<file path="config.mk">
export PLATFORM = sky130hd
export DESIGN_NAME = ppm_trainer_frame_generator_unit
export DESIGN_NICKNAME = d
export VERILOG_FILES = /design/src/hw/rtl/ppmtfg_pkg.sv /design/src/hw/rtl/ppmtfg_cfg_regs.sv /design/src/hw/rtl/ppmtfg_frame_core.sv /design/src/hw/rtl/ppm_trainer_frame_generator_unit.sv
export SDC_FILE = /design/constraint.sdc
export NUM_CORES = 1
export LEC_CHECK = 0
export BUFFER_PORTS_ARGS = -buffer_cell sky130_fd_sc_hd__buf_2
export CORE_ASPECT_RATIO = 1.1
export CORE_MARGIN = 1.5
export CORE_UTILIZATION = 30
export DETAILED_ROUTE_END_ITERATION = 10
export PLACE_DENSITY = 0.53
export SLEW_MARGIN = 30
export SYNTH_ARGS = -nofsm -noshare
export SYNTH_HDL_FRONTEND = slang
export SYNTH_SLANG_ARGS = --single-unit
</file>
<file path="constraint.sdc">
create_clock -name aclk -period 24.6 [get_ports aclk]
set_clock_uncertainty 0.2 [all_clocks]
set_input_delay 0 -clock aclk [delete_from_list [all_inputs] [get_ports aclk]]
set_output_delay 0 -clock aclk [all_outputs]
set_load 0.01 [all_outputs]
</file>
<file path="src/hw/rtl/ppmtfg_pkg.sv">
// ============================================================================
// ppmtfg_pkg
// Shared types and constants for the PPM trainer frame generator: transfer
// payloads, configuration bundle, command codes and register map.
// ============================================================================
`default_nettype none

package ppmtfg_pkg;

    // command codes of an input transfer
    localparam logic [1:0] CMD_TICK   = 2'd0;
    localparam logic [1:0] CMD_PACKET = 2'd1;
    localparam logic [1:0] CMD_REJECT = 2'd2;

    // register map, index = paddr / 4
    localparam int ADDR_W = 5;
    localparam int DATA_W = 32;

    localparam logic [2:0] REG_FRAME_LEN  = 3'd0;
    localparam logic [2:0] REG_PULSE_W    = 3'd1;
    localparam logic [2:0] REG_SYNC_FB    = 3'd2;
    localparam logic [2:0] REG_WATCHDOG   = 3'd3;
    localparam logic [2:0] REG_ROLL_LIMIT = 3'd4;
    localparam logic [2:0] REG_YAW_LIMIT  = 3'd5;

    // register reset values
    localparam logic [15:0] RST_FRAME_LEN  = 16'd22500;
    localparam logic [9:0]  RST_PULSE_W    = 10'd300;
    localparam logic [15:0] RST_SYNC_FB    = 16'd3000;
    localparam logic [23:0] RST_WATCHDOG   = 24'd250000;
    localparam logic [14:0] RST_ROLL_LIMIT = 15'd2458;
    localparam logic [14:0] RST_YAW_LIMIT  = 15'd2458;

    typedef struct packed {
        logic [1:0]         command;
        logic signed [15:0] roll_in;
        logic signed [15:0] pitch_in;
        logic signed [15:0] yaw_in;
        logic signed [15:0] throttle_in;
    } in_t;

    typedef struct packed {
        logic ppm_level;
        logic edge_fired;
        logic link_live;
    } out_t;

    typedef struct packed {
        logic [15:0] frame_length_us;
        logic [9:0]  pulse_width_us;
        logic [15:0] sync_fallback_us;
        logic [23:0] watchdog_ticks;
        logic [14:0] roll_limit;
        logic [14:0] yaw_limit;
    } cfg_t;

endpackage

`default_nettype wire

</file>
<file path="src/hw/rtl/ppmtfg_cfg_regs.sv">
// ============================================================================
// ppmtfg_cfg_regs
// APB-style register file holding the frame timing, watchdog and clamp limits.
// ============================================================================
`default_nettype none

module ppmtfg_cfg_regs (
    input  wire logic                         aclk,
    input  wire logic                         aresetn,
    input  wire logic                         psel,
    input  wire logic                         penable,
    input  wire logic                         pwrite,
    input  wire logic [ppmtfg_pkg::ADDR_W-1:0] paddr,
    input  wire logic [ppmtfg_pkg::DATA_W-1:0] pwdata,
    output logic      [ppmtfg_pkg::DATA_W-1:0] prdata,
    output logic                              pready,
    output ppmtfg_pkg::cfg_t                  cfg
);

    ppmtfg_pkg::cfg_t cfg_reg;
    ppmtfg_pkg::cfg_t cfg_next;
    logic [2:0]       reg_idx;
    logic             wr_en;

    assign pready  = 1'b1;
    assign reg_idx = paddr[ppmtfg_pkg::ADDR_W-1:2];
    assign wr_en   = psel && penable && pwrite;
    assign cfg     = cfg_reg;

    always_comb begin
        cfg_next = cfg_reg;
        if (wr_en) begin
            case (reg_idx)
                ppmtfg_pkg::REG_FRAME_LEN:  cfg_next.frame_length_us  = pwdata[15:0];
                ppmtfg_pkg::REG_PULSE_W:    cfg_next.pulse_width_us   = pwdata[9:0];
                ppmtfg_pkg::REG_SYNC_FB:    cfg_next.sync_fallback_us = pwdata[15:0];
                ppmtfg_pkg::REG_WATCHDOG:   cfg_next.watchdog_ticks   = pwdata[23:0];
                ppmtfg_pkg::REG_ROLL_LIMIT: cfg_next.roll_limit       = pwdata[14:0];
                ppmtfg_pkg::REG_YAW_LIMIT:  cfg_next.yaw_limit        = pwdata[14:0];
                default: ;
            endcase
        end
    end

    always_comb begin
        case (reg_idx)
            ppmtfg_pkg::REG_FRAME_LEN:  prdata = {16'd0, cfg_reg.frame_length_us};
            ppmtfg_pkg::REG_PULSE_W:    prdata = {22'd0, cfg_reg.pulse_width_us};
            ppmtfg_pkg::REG_SYNC_FB:    prdata = {16'd0, cfg_reg.sync_fallback_us};
            ppmtfg_pkg::REG_WATCHDOG:   prdata = {8'd0, cfg_reg.watchdog_ticks};
            ppmtfg_pkg::REG_ROLL_LIMIT: prdata = {17'd0, cfg_reg.roll_limit};
            ppmtfg_pkg::REG_YAW_LIMIT:  prdata = {17'd0, cfg_reg.yaw_limit};
            default:                    prdata = '0;
        endcase
    end

    always_ff @(posedge aclk) begin
        if (!aresetn) begin
            cfg_reg.frame_length_us  <= ppmtfg_pkg::RST_FRAME_LEN;
            cfg_reg.pulse_width_us   <= ppmtfg_pkg::RST_PULSE_W;
            cfg_reg.sync_fallback_us <= ppmtfg_pkg::RST_SYNC_FB;
            cfg_reg.watchdog_ticks   <= ppmtfg_pkg::RST_WATCHDOG;
            cfg_reg.roll_limit       <= ppmtfg_pkg::RST_ROLL_LIMIT;
            cfg_reg.yaw_limit        <= ppmtfg_pkg::RST_YAW_LIMIT;
        end else begin
            cfg_reg <= cfg_next;
        end
    end

endmodule

`default_nettype wire

</file>
<file path="src/hw/rtl/ppmtfg_frame_core.sv">
// ============================================================================
// ppmtfg_frame_core
// Frame state and single-pass update: edge countdown, slot sequencing,
// sync gap, share offsets and link watchdog.
// ============================================================================
`default_nettype none

module ppmtfg_frame_core #(
    parameter int CHANNELS = 8
) (
    input  wire logic              aclk,
    input  wire logic              aresetn,
    input  wire logic              advance,
    input  ppmtfg_pkg::in_t        item,
    input  ppmtfg_pkg::cfg_t       cfg,
    output ppmtfg_pkg::out_t       result
);

    localparam int SLOT_W = $clog2(CHANNELS + 1);
    localparam logic [SLOT_W-1:0] LAST_SLOT = SLOT_W'(CHANNELS);
    localparam logic [SLOT_W-1:0] ROLL_SLOT = SLOT_W'(0);
    localparam logic [SLOT_W-1:0] YAW_SLOT  = SLOT_W'(3);
    localparam logic [23:0]       TSP_MAX   = 24'hFFFFFF;
    localparam logic signed [11:0] SLOT_NOMINAL = 12'sd1500;

    // q2.14 share accepted range check
    function automatic logic in_range(input logic signed [15:0] v);
        return (v >= -16'sd16384) && (v <= 16'sd16384);
    endfunction

    function automatic logic signed [16:0] clamp_mag(input logic signed [15:0] v,
                                                     input logic [14:0] lim);
        logic signed [16:0] v17;
        logic signed [16:0] l17;
        v17 = {v[15], v};
        l17 = $signed({2'b00, lim});
        if (v17 > l17) return l17;
        if (v17 < -l17) return -l17;
        return v17;
    endfunction

    // floor(share * 500 / 16384), range -500..500
    function automatic logic signed [9:0] slot_offset(input logic signed [16:0] share);
        logic signed [25:0] prod;
        prod = 26'(share) * 26'sd500;
        return $signed(prod[23:14]);
    endfunction

    function automatic logic [15:0] gap_after(input logic [15:0] total,
                                              input logic [9:0] pw);
        return (total > {6'd0, pw}) ? total - {6'd0, pw} : 16'd1;
    endfunction

    logic               level_reg,     level_next;
    logic [SLOT_W-1:0]  slot_reg,      slot_next;
    logic [15:0]        used_reg,      used_next;
    logic [15:0]        countdown_reg, countdown_next;
    logic signed [9:0]  roll_ofs_reg,  roll_ofs_next;
    logic signed [9:0]  yaw_ofs_reg,   yaw_ofs_next;
    logic [23:0]        tsp_reg,       tsp_next;
    logic               seen_reg,      seen_next;

    logic [23:0]        tsp_inc;
    logic               live_tick;
    logic [15:0]        cd_dec;
    logic signed [9:0]  ofs_sel;
    logic signed [11:0] slot_sum;
    logic [15:0]        slot_len;
    logic [15:0]        sync_total;
    logic               pkt_ok;
    logic               fire;

    always_comb begin
        tsp_inc   = (tsp_reg == TSP_MAX) ? tsp_reg : tsp_reg + 24'd1;
        live_tick = seen_reg && (tsp_inc <= cfg.watchdog_ticks);
        cd_dec    = (countdown_reg != 16'd0) ? countdown_reg - 16'd1 : 16'd0;

        // share of the slot being closed, zero once the watchdog has expired
        if (!live_tick) begin
            ofs_sel = '0;
        end else if (slot_reg == ROLL_SLOT) begin
            ofs_sel = roll_ofs_reg;
        end else if (slot_reg == YAW_SLOT) begin
            ofs_sel = yaw_ofs_reg;
        end else begin
            ofs_sel = '0;
        end
        slot_sum = SLOT_NOMINAL + 12'(ofs_sel);
        slot_len = {5'd0, slot_sum[10:0]};

        sync_total = (cfg.frame_length_us > used_reg) ? cfg.frame_length_us - used_reg
                                                      : cfg.sync_fallback_us;

        pkt_ok = (item.command == ppmtfg_pkg::CMD_PACKET) &&
                 in_range(item.roll_in) && in_range(item.pitch_in) &&
                 in_range(item.yaw_in) && in_range(item.throttle_in);

        level_next     = level_reg;
        slot_next      = slot_reg;
        used_next      = used_reg;
        countdown_next = countdown_reg;
        roll_ofs_next  = roll_ofs_reg;
        yaw_ofs_next   = yaw_ofs_reg;
        tsp_next       = tsp_reg;
        seen_next      = seen_reg;
        fire           = 1'b0;

        if (item.command == ppmtfg_pkg::CMD_TICK) begin
            tsp_next       = tsp_inc;
            countdown_next = cd_dec;
            if (!live_tick) begin
                roll_ofs_next = '0;
                yaw_ofs_next  = '0;
            end
            if (cd_dec == 16'd0) begin
                fire = 1'b1;
                if (!level_reg) begin
                    level_next     = 1'b1;
                    countdown_next = {6'd0, cfg.pulse_width_us};
                end else begin
                    level_next = 1'b0;
                    if (slot_reg < LAST_SLOT) begin
                        slot_next      = slot_reg + SLOT_W'(1);
                        used_next      = used_reg + slot_len;
                        countdown_next = gap_after(slot_len, cfg.pulse_width_us);
                    end else begin
                        slot_next      = '0;
                        used_next      = '0;
                        countdown_next = gap_after(sync_total, cfg.pulse_width_us);
                    end
                end
            end
        end else if (pkt_ok) begin
            roll_ofs_next = slot_offset(clamp_mag(item.roll_in, cfg.roll_limit));
            yaw_ofs_next  = slot_offset(clamp_mag(item.yaw_in, cfg.yaw_limit));
            tsp_next      = '0;
            seen_next     = 1'b1;
        end else begin
            // rejected line or out-of-range packet
            roll_ofs_next = '0;
            yaw_ofs_next  = '0;
        end

        result.ppm_level  = level_next;
        result.edge_fired = fire;
        result.link_live  = seen_next && (tsp_next <= cfg.watchdog_ticks);
    end

    always_ff @(posedge aclk) begin
        if (!aresetn) begin
            level_reg     <= 1'b0;
            slot_reg      <= '0;
            used_reg      <= '0;
            countdown_reg <= '0;
            roll_ofs_reg  <= '0;
            yaw_ofs_reg   <= '0;
            tsp_reg       <= '0;
            seen_reg      <= 1'b0;
        end else if (advance) begin
            level_reg     <= level_next;
            slot_reg      <= slot_next;
            used_reg      <= used_next;
            countdown_reg <= countdown_next;
            roll_ofs_reg  <= roll_ofs_next;
            yaw_ofs_reg   <= yaw_ofs_next;
            tsp_reg       <= tsp_next;
            seen_reg      <= seen_next;
        end
    end

endmodule

`default_nettype wire

</file>
<file path="src/hw/rtl/ppm_trainer_frame_generator_unit.sv">
// ============================================================================
// ppm_trainer_frame_generator_unit
// Multi-channel PPM trainer frame generator driven by a 1 us tick stream.
// ============================================================================
// usage
//   s_ channel: one transfer per item; command 0 is a 1 us tick, command 1 a
//   parsed packet carrying roll/pitch/yaw/throttle in q2.14, command 2 or 3
//   a rejected line. every accepted transfer yields exactly one m_ transfer
//   with the pin level, an edge flag and the link status.
//   apb port: six registers at byte offsets 0x00..0x14 (frame length, marker
//   width, sync fallback, watchdog, roll limit, yaw limit); write only while
//   no item is in flight.
// timing
//   an s_ transfer is held in the input register, then the single-pass frame
//   update loads the result register that drives m_valid.
//   throughput is one item per cycle unless stalled; the update path (offset
//   select, slot length add, gap subtract and compare) alone limits it.
// reset
//   synchronous, active low: pipeline empty, pin low with an edge on the
//   first tick, shares zero, link down, registers at their defaults.
// stall
//   while m_ready is low the result holds; the input register still takes
//   one more transfer, after which s_ready drops until the result leaves.
// ============================================================================
`default_nettype none

module ppm_trainer_frame_generator_unit #(
    parameter int CHANNELS = 8
) (
    input  wire logic                          aclk,
    input  wire logic                          aresetn,
    // input channel
    input  wire logic                          s_valid,
    output logic                               s_ready,
    input  ppmtfg_pkg::in_t                    s_data,
    // result channel
    output logic                               m_valid,
    input  wire logic                          m_ready,
    output ppmtfg_pkg::out_t                   m_data,
    // configuration
    input  wire logic                          psel,
    input  wire logic                          penable,
    input  wire logic                          pwrite,
    input  wire logic [ppmtfg_pkg::ADDR_W-1:0] paddr,
    input  wire logic [ppmtfg_pkg::DATA_W-1:0] pwdata,
    output logic      [ppmtfg_pkg::DATA_W-1:0] prdata,
    output logic                               pready
);

    ppmtfg_pkg::cfg_t cfg;
    ppmtfg_pkg::in_t  stage_item_reg;
    ppmtfg_pkg::out_t result;
    ppmtfg_pkg::out_t m_data_reg;
    logic             stage_valid_reg, stage_valid_next;
    logic             m_valid_reg,     m_valid_next;
    logic             advance;
    logic             s_fire;

    ppmtfg_cfg_regs u_cfg (
        .aclk    (aclk),
        .aresetn (aresetn),
        .psel    (psel),
        .penable (penable),
        .pwrite  (pwrite),
        .paddr   (paddr),
        .pwdata  (pwdata),
        .prdata  (prdata),
        .pready  (pready),
        .cfg     (cfg)
    );

    // the held item moves into the result register when that register is
    // empty or its transfer completes this cycle
    assign advance = stage_valid_reg && (!m_valid_reg || m_ready);
    assign s_ready = !stage_valid_reg || advance;
    assign s_fire  = s_valid && s_ready;

    ppmtfg_frame_core #(
        .CHANNELS (CHANNELS)
    ) u_core (
        .aclk    (aclk),
        .aresetn (aresetn),
        .advance (advance),
        .item    (stage_item_reg),
        .cfg     (cfg),
        .result  (result)
    );

    always_comb begin
        stage_valid_next = stage_valid_reg;
        if (s_fire) begin
            stage_valid_next = 1'b1;
        end else if (advance) begin
            stage_valid_next = 1'b0;
        end

        m_valid_next = m_valid_reg;
        if (advance) begin
            m_valid_next = 1'b1;
        end else if (m_ready) begin
            m_valid_next = 1'b0;
        end
    end

    // control state
    always_ff @(posedge aclk) begin
        if (!aresetn) begin
            stage_valid_reg <= 1'b0;
            m_valid_reg     <= 1'b0;
        end else begin
            stage_valid_reg <= stage_valid_next;
            m_valid_reg     <= m_valid_next;
        end
    end

    // payload registers, no reset needed
    always_ff @(posedge aclk) begin
        if (s_fire) begin
            stage_item_reg <= s_data;
        end
        if (advance) begin
            m_data_reg <= result;
        end
    end

    assign m_valid = m_valid_reg;
    assign m_data  = m_data_reg;

    // packets and rejected lines never move the pin
    a_no_edge_on_packet: assert property (@(posedge aclk) disable iff (!aresetn)
        (advance && stage_item_reg.command != ppmtfg_pkg::CMD_TICK) |=> !m_data_reg.edge_fired)
        else $error("edge reported for a non-tick item");

    // an item leaving the input register always lands in the result register
    a_advance_fills_output: assert property (@(posedge aclk) disable iff (!aresetn)
        advance |=> m_valid_reg)
        else $error("advanced item did not produce a result");

    // an empty input register must always take a transfer
    a_empty_stage_ready: assert property (@(posedge aclk) disable iff (!aresetn)
        !stage_valid_reg |-> s_ready)
        else $error("input stage empty but not ready");

endmodule

`default_nettype wire
</file>
== Word-level counts from Yosys, hierarchy flattened ==
Index checks and enable logic that the tools add are counted.

* Register bits: 249
* Memory bits (writable): 0
* Word-level logic and storage cells: 154
* Bits in read-only memories: 0
* Bits of input ports: 110
* Output and inout port bits: 38
* Latch bits: 0
* Memories: 0

* Equality and inequality tests: 9
* Muxes and demuxes: 57
* Multiply operators: 2
* Div/mod/pow operators: 0
* Order comparisons: 18
* $add $sub $neg: 10
* Bitwise operators: 0
* Shift-type cells: 0
* Reduce and logical (&&, ||, !) cells: 34

{| class="wikitable"
|+ Operators by type and width
! cell !! number
|-
| $mux W17 || 12
|-
| $pmux W24 S6 || 1
|-
| $mux W16 || 8
|-
| $mux W10 || 8
|-
| $mux W24 || 3
|-
| $ge A16 B15 Y1 const B || 4
|-
| $le A16 B16 Y1 const B || 4
|-
| $gt A16 B16 Y1 || 3
|-
| $le A24 B24 Y1 || 2
|-
| $mul A17 B8 Y22 const B || 2
|-
| $lt A16 B17 Y1 || 2
|-
| $neg A15 Y17 || 2
|-
| $add A24 B1 Y24 const B || 1
|-
| $eq A24 B24 Y1 const B || 1
|-
| $mux W1 || 24
|-
| $add A16 B11 Y16 || 1
|-
| $gt A16 B10 Y1 || 1
|-
| $logic_not A16 Y1 || 1
|-
| $reduce_and A2 Y1 || 8
|-
| $reduce_bool A16 Y1 || 1
|-
| $sub A16 B1 Y16 const B || 1
|-
| $sub A16 B10 Y16 || 1
|-
| $sub A16 B16 Y16 || 1
|-
| $logic_and A1 B1 Y1 || 14
|-
| other kinds (19) || 24
|}

== Longest topological paths before layout ==
* Depth in word-level cells: 18
* Mapped depth: 39
* Gate-level depth less buffers: 36

== Hierarchy ==
Synthesis repeated with hierarchy kept, for this count alone.

* Cell total of the unflattened synthesis: 2824
* Area, all modules: 23675.2 sq um

{| class="wikitable"
|+ Modules (own cells, without submodules)
! module !! cells an instance !! area each (sq um) !! sequential area each (sq um) !! instances
|-
| ppmtfg_frame_core || 2258 || 16993.8 || 1641.6 || 1
|-
| ppmtfg_cfg_regs || 488 || 4505.6 || 1921.8 || 1
|-
| ppm_trainer_frame_generator_unit || 78 || 2175.8 || 2112.0 || 1
|}

== Worst setup path before layout ==
Ideal clock, no wire load.

* Path type: flip-flop to flip-flop
* Start: register u_cfg.cfg_reg (netlist bit u_cfg.cfg[16])
* End: register u_core.roll_ofs_reg[7]
* Setup time: 0.117 ns
* Cell stages (with the launch flop): 35
* Period minus slack after synthesis: 8.733 ns
* Buffers on the path: 3
* Data required time: 24.283 ns
* Setup slack: 15.867 ns
* Data arrival time: 8.416 ns
* Path through: dfxtp_1 inv_1 ha_1 or4b_1 buf_2 or4_4 or4_1 xnor2_1 ha_1 a21o_1 a2111oi_0 o31a_1 o21a_1 buf_6 buf_2 o21ai_0 a21oi_2 xnor2_2 xnor2_1 fa_1 inv_1 fa_1 fa_1 ha_1 a21o_1 a21oi_1 nor2b_1 a41o_1 and3_1 nand2_1 o21ai_0 a22oi_1 a21oi_2 or3_1 a32o_1

* Word-level cells in the longest chain between the ends: 13
* Elaborated cells on any way between the ends: 19
* Classes of those cells: add/sub: 1; mul: 1; order compare: 2; mux: 15

{| class="wikitable"
|+ Ends and longest elaborated chain
! item !! RTL line !! RTL
|-
| start: declaration || ppmtfg_cfg_regs.sv:20 || <nowiki>ppmtfg_pkg::cfg_t cfg_reg;</nowiki>
|-
| start signal: assignment || ppmtfg_cfg_regs.sv:66 || <nowiki>cfg_reg <= cfg_next;</nowiki>
|-
| $neg A15 Y17 || ppmtfg_frame_core.sv:38 || <nowiki>if (v17 < -l17) return -l17;</nowiki>
|-
| $lt A16 B17 Y1 || ppmtfg_frame_core.sv:38 ||
|-
| $mux W1 (2 in a row) || ppmtfg_frame_core.sv:38 ||
|-
| $mux W1 || ppmtfg_frame_core.sv:133 || <nowiki>end else if (pkt_ok) begin</nowiki>
|-
| $mux W1 || ppmtfg_frame_core.sv:108 || <nowiki>if (item.command == ppmtfg_pkg::CMD_TICK) begin</nowiki>
|-
| $mux W17 || ppmtfg_frame_core.sv:39 || <nowiki>return v17;</nowiki>
|-
| $mux W17 * || ppmtfg_frame_core.sv:38 ||
|-
| $mux W17 * || ppmtfg_frame_core.sv:133 ||
|-
| $mux W17 * || ppmtfg_frame_core.sv:108 ||
|-
| $mul A17 B8 Y22 * || ppmtfg_frame_core.sv:45 || <nowiki>prod = 26'(share) * 26'sd500;</nowiki>
|-
| $mux W10 * || ppmtfg_frame_core.sv:133 ||
|-
| $mux W10 * || ppmtfg_frame_core.sv:108 ||
|-
| end signal: assignment || ppmtfg_frame_core.sv:164 || <nowiki>roll_ofs_reg <= roll_ofs_next;</nowiki>
|-
| end: declaration || ppmtfg_frame_core.sv:58 || <nowiki>logic signed [9:0] roll_ofs_reg, roll_ofs_next;</nowiki>
|}

Every way passes the cells marked *; elsewhere a longest branch is shown, timed or not. The select of a mux whose other input is x is not followed.
A chain may end at the register's enable or synchronous reset.

== Worst setup path in the final report ==
Same ends and word-level chain as after synthesis.

==> results by stage <==
Timing:
- The relative slew slack is 36.5%.
- Setup repair after global routing left no endpoint under its margin.
- Timing would allow up to 98.6 MHz.
- The transition time at the pin with the least slew margin is 0.952 ns.
- The number of max-slew violations in the final report is 0.
- The post-route fraction of the period consumed by the critical path is 41.2%.
- The worst-case hold slack is 0.0655 ns.
- The count of final hold-check violations was 0.
- In the final timing run, aggregate negative setup slack is 0 ns.
- The worst path needs 10.14 ns of the cycle, external delays included.
- Setup violations remaining at the end of the flow were counted as 0.

Synthesis:
- The share of the synthesized area in the top cell type is 15.4%.
- The number of synthesized flops with an enable pin is 69.
- The xor-xnor portion of the synthesized cell area is 5.70%.
- A synthesized cell averages 8.00 sq um.
- In the post-synthesis netlist, the biggest area contributors are dfxtp_1, ha_1, edfxtp_1, fa_1, nand2_1.
- In this run, synthesis produced a sequential element count of 249.
- For this run, the register share of the synthesized area comes to 24.2%.
- The adder and majority gate portion of the synthesized area is 22.2%.
- The synthesized netlist devotes 19.2% of its cell area to compound gates.
- In the synthesized netlist the dominant register cell turns out to be dfxtp_1.
- Yosys printed 0 warnings.
- Yosys mapped the design onto 90 distinct sky130hd cell types.
- After synthesis, the share of flip-flops with an asynchronous set or reset is 0%.
- After synthesis, the largest family of logic cells by area is adder cells.
- Multiplexer cells account for 2.14% of the synthesized area.
- The cell type with the highest aggregate area in the netlist is dfxtp_1.
- The cell count after synthesis came out at 2927.
- In this run the cell area of the synthesized design comes to 0.0234 sq mm.
- Summing the areas of all and, or, nand and nor instances in the mapped netlist gives 18.3% of the synthesized area.

Worst setup path:
- Of all nets on the critical path, the largest fanout is 25.
- The type of element launching the critical path is a flip-flop.
- The data arrival at the endpoint of the critical path is 10.38 ns.
- The worst setup path is captured at a flip-flop.
- At the worst endpoint, the required time is 24.84 ns.
- The cell at the slowest stage of the critical path is or4b_1.
- The critical path start-end classification is flip-flop to flip-flop.
- Counting cells, the worst reg-to-reg path comes to 31.
- The maximum single-stage delay on the critical path is 0.60 ns.

Floorplanning:
- For this configuration, the core starts out at a cell density of 30.3%.
- The die is 296 um tall.
- The number of cell rows is 107.
- The die covers 0.0798 sq mm.
- The number of I/O pins is 148.
- The width of the die is 269 um.
- The core footprint is 0.0774 sq mm.

Detailed routing:
- The amount of wire on met2 after detailed routing is 35100 um.
- The met3 wire length is 3060 um.
- In this run, the number of DRC markers left after iteration 0 of detailed routing was 1424.
- The count of antenna-violating nets left after detailed routing is 0.
- The per-cell routed wire length is 17.6 um.
- The post-detailed-route via-to-cell ratio is 5.05.
- The highest metal layer carrying signal wires in the routed design is met4.
- After detailed routing, the total wire length is 74600 um.
- The iteration count of the initial detailed-routing pass is 5.
- The total number of vias is 21400.
- The detailed-route wire length on metal 1 is 34600 um.
- The DRC violation count after routing is 0.

Global routing:
- Entering global routing, the biggest net connects 78 pins.
- The via count of the first global-routing pass is 20700.
- The global-route wire length before repair is 117000 um.
- The sum of overflow across all layers after global routing is 0.
- The aggregate global-route resource usage is 18.5%.
- The number of antenna violations at the first check in global routing is 0.

Cells and area:
- 0 antenna diodes ended up in the layout.
- The area growth from synthesis to layout is 19.6%.
- The flip-flop count of the largest register after layout is 96.
- The area of all placed cells without fillers is 0.0280 sq mm.
- The leading cell type in the layout, fill and taps excluded is nand2_1.
- The top cell types in the final layout, fill and taps aside, are nand2_1, inv_1, ha_1.
- Measured on the finished design, the core utilization comes to 36.2%.
- The share of post-route cells with drive strength above 1 is 8.30%.
- The post-layout net count is 3630.

Hold path:
- The count of cells along the worst hold path is 4.
- The tightest min-delay check is of the input port to flip-flop type.

Outcome:
- The run finished with clean final reports.

Place:
- The post-detailed-placement half-perimeter wirelength is 56900 um.
- The count of input and output buffers is 128.
- The instance area after placement is 0.0251 sq mm.
- Routability-driven placement finished with a final weighted congestion of 0.894.

Power and ir drop:
- The design draws 0.00234 W.
- In this run the power density over the cells is 83.6 mW/mm^2.
- VDD sags by at most 0.0716 mV.
- For this design the static power due to leakage is 12.2 nW.

CTS:
- Counting every sink on the clock net gives 249.
- After clock tree synthesis, the clock-pin slew on the worst setup and hold paths is 0.05 ns.
- The later pin in the worst-skew pair is clocked with a latency of 0.57 ns.
- The clock buffer count from CTS is 34.
- The tree is rooted in a clkbuf_16.
- The maximum level of the CTS H-tree is 2.
- In this run the deepest clock path goes through 3 buffers.
- The clock tree from TritonCTS is yes.

Run:
- The tool flagged a number of max-cap violations equal to 0.
## synth_stat cells, types with 11 or more instances
library cell,count
a2111oi_0,11
a211oi_1,19
a21boi_0,12
a21o_1,52
a21oi_1,215
a22oi_1,24
a31oi_1,19
and2_1,11
and3_1,31
clkbuf_1,108
dfxtp_1,180
edfxtp_1,69
fa_1,98
ha_1,254
inv_1,362
mux2i_1,41
nand2_1,369
nand2b_1,27
nand3_1,77
nand4_1,36
nor2_1,192
nor2b_1,26
nor3_1,65
nor4_1,25
o211ai_1,38
o21a_1,16
o21ai_0,154
o21bai_1,14
o22ai_1,17
o31ai_1,25
or3_1,14
or4_1,12
xnor2_1,111
xor2_1,37
## critical path: cells and delay by family, from the launching register on
| kind | cells | cell delay, ns |
|---|---|---|
| buffers and inverters | 2 | 0.28 |
| AOI/OAI and AO/OA | 13 | 3.71 |
| DFF | 1 | 0.40 |
| and+or+nand+nor | 7 | 2.38 |
| adders and majority gates | 6 | 2.47 |
| xor gates and xnor gates | 3 | 0.56 |
## report_power, final
group          leakage (nW)  switching (W)  internal, W  total [W]
clock                 0.557       0.000217     0.000300   0.000517
combinational          9.48       0.000806     0.000569    0.00138
sequential             2.13      0.0000141     0.000435   0.000449
total                  12.2        0.00104      0.00130    0.00234
## logic make-up (layout without fill, tap and decap cells)
| family | Yosys count | in the layout |
|---|---|---|
| muxes | 47 | 47 |
| AOI/OAI and AO/OA | 703 | 703 |
| adders and majority gates | 357 | 357 |
| xor gates and xnor gates | 150 | 150 |
| buffers and inverters | 497 | 755 |
| other | 2 | 9 |
| and+or+nand+nor | 922 | 922 |
| DFF | 249 | 249 |
## path summary, 6_finish.rpt
path / to / slack, ns / startpoint
worst min register to register: u_core.roll_ofs_reg[3] / 0.26 / u_core.roll_ofs_reg[3]
worst max-delay path: u_core.roll_ofs_reg[7] / 14.46 / u_cfg.cfg[16]
worst max register to register: u_core.roll_ofs_reg[7] / 14.46 / u_cfg.cfg[16]
worst min-delay path: u_cfg.cfg[52] / 0.07 / pwdata[22]
## layer usage
metal  global-route usage [%]  up-vias
li1                         -    10600
met1                     24.4    10200
met2                     31.9      475
met3                     1.95       97
met4                     5.21        0
met5                        0        -
## cell type report
class | instances | area, sq um
clock buffers | 46 | 957
flip-flops and latches | 249 | 5680
repair buffers | 331 | 2600
clock inverters | 14 | 178
fillers | 8219 | 49400
well taps | 1035 | 1290
multi-input cells | 2188 | 15900
inverters | 364 | 1370
## per-stage QoR
stage / setup WS (ns) / std cells
global placement: 14.29 / 3992
floorplan: 15.87 / 2934
global route: 13.83 / 4227
CTS: 14.20 / 4227
detailed placement: 14.21 / 3992
finish: 14.46 / 4227
## what timing repair did
action,4_1_cts,5_1_grt
hold buffers,175,0
buffers inserted,0,0
endpoints found under the hold margin,213,0
resized for setup,0,0
Power figures use the tool's default switching activity.
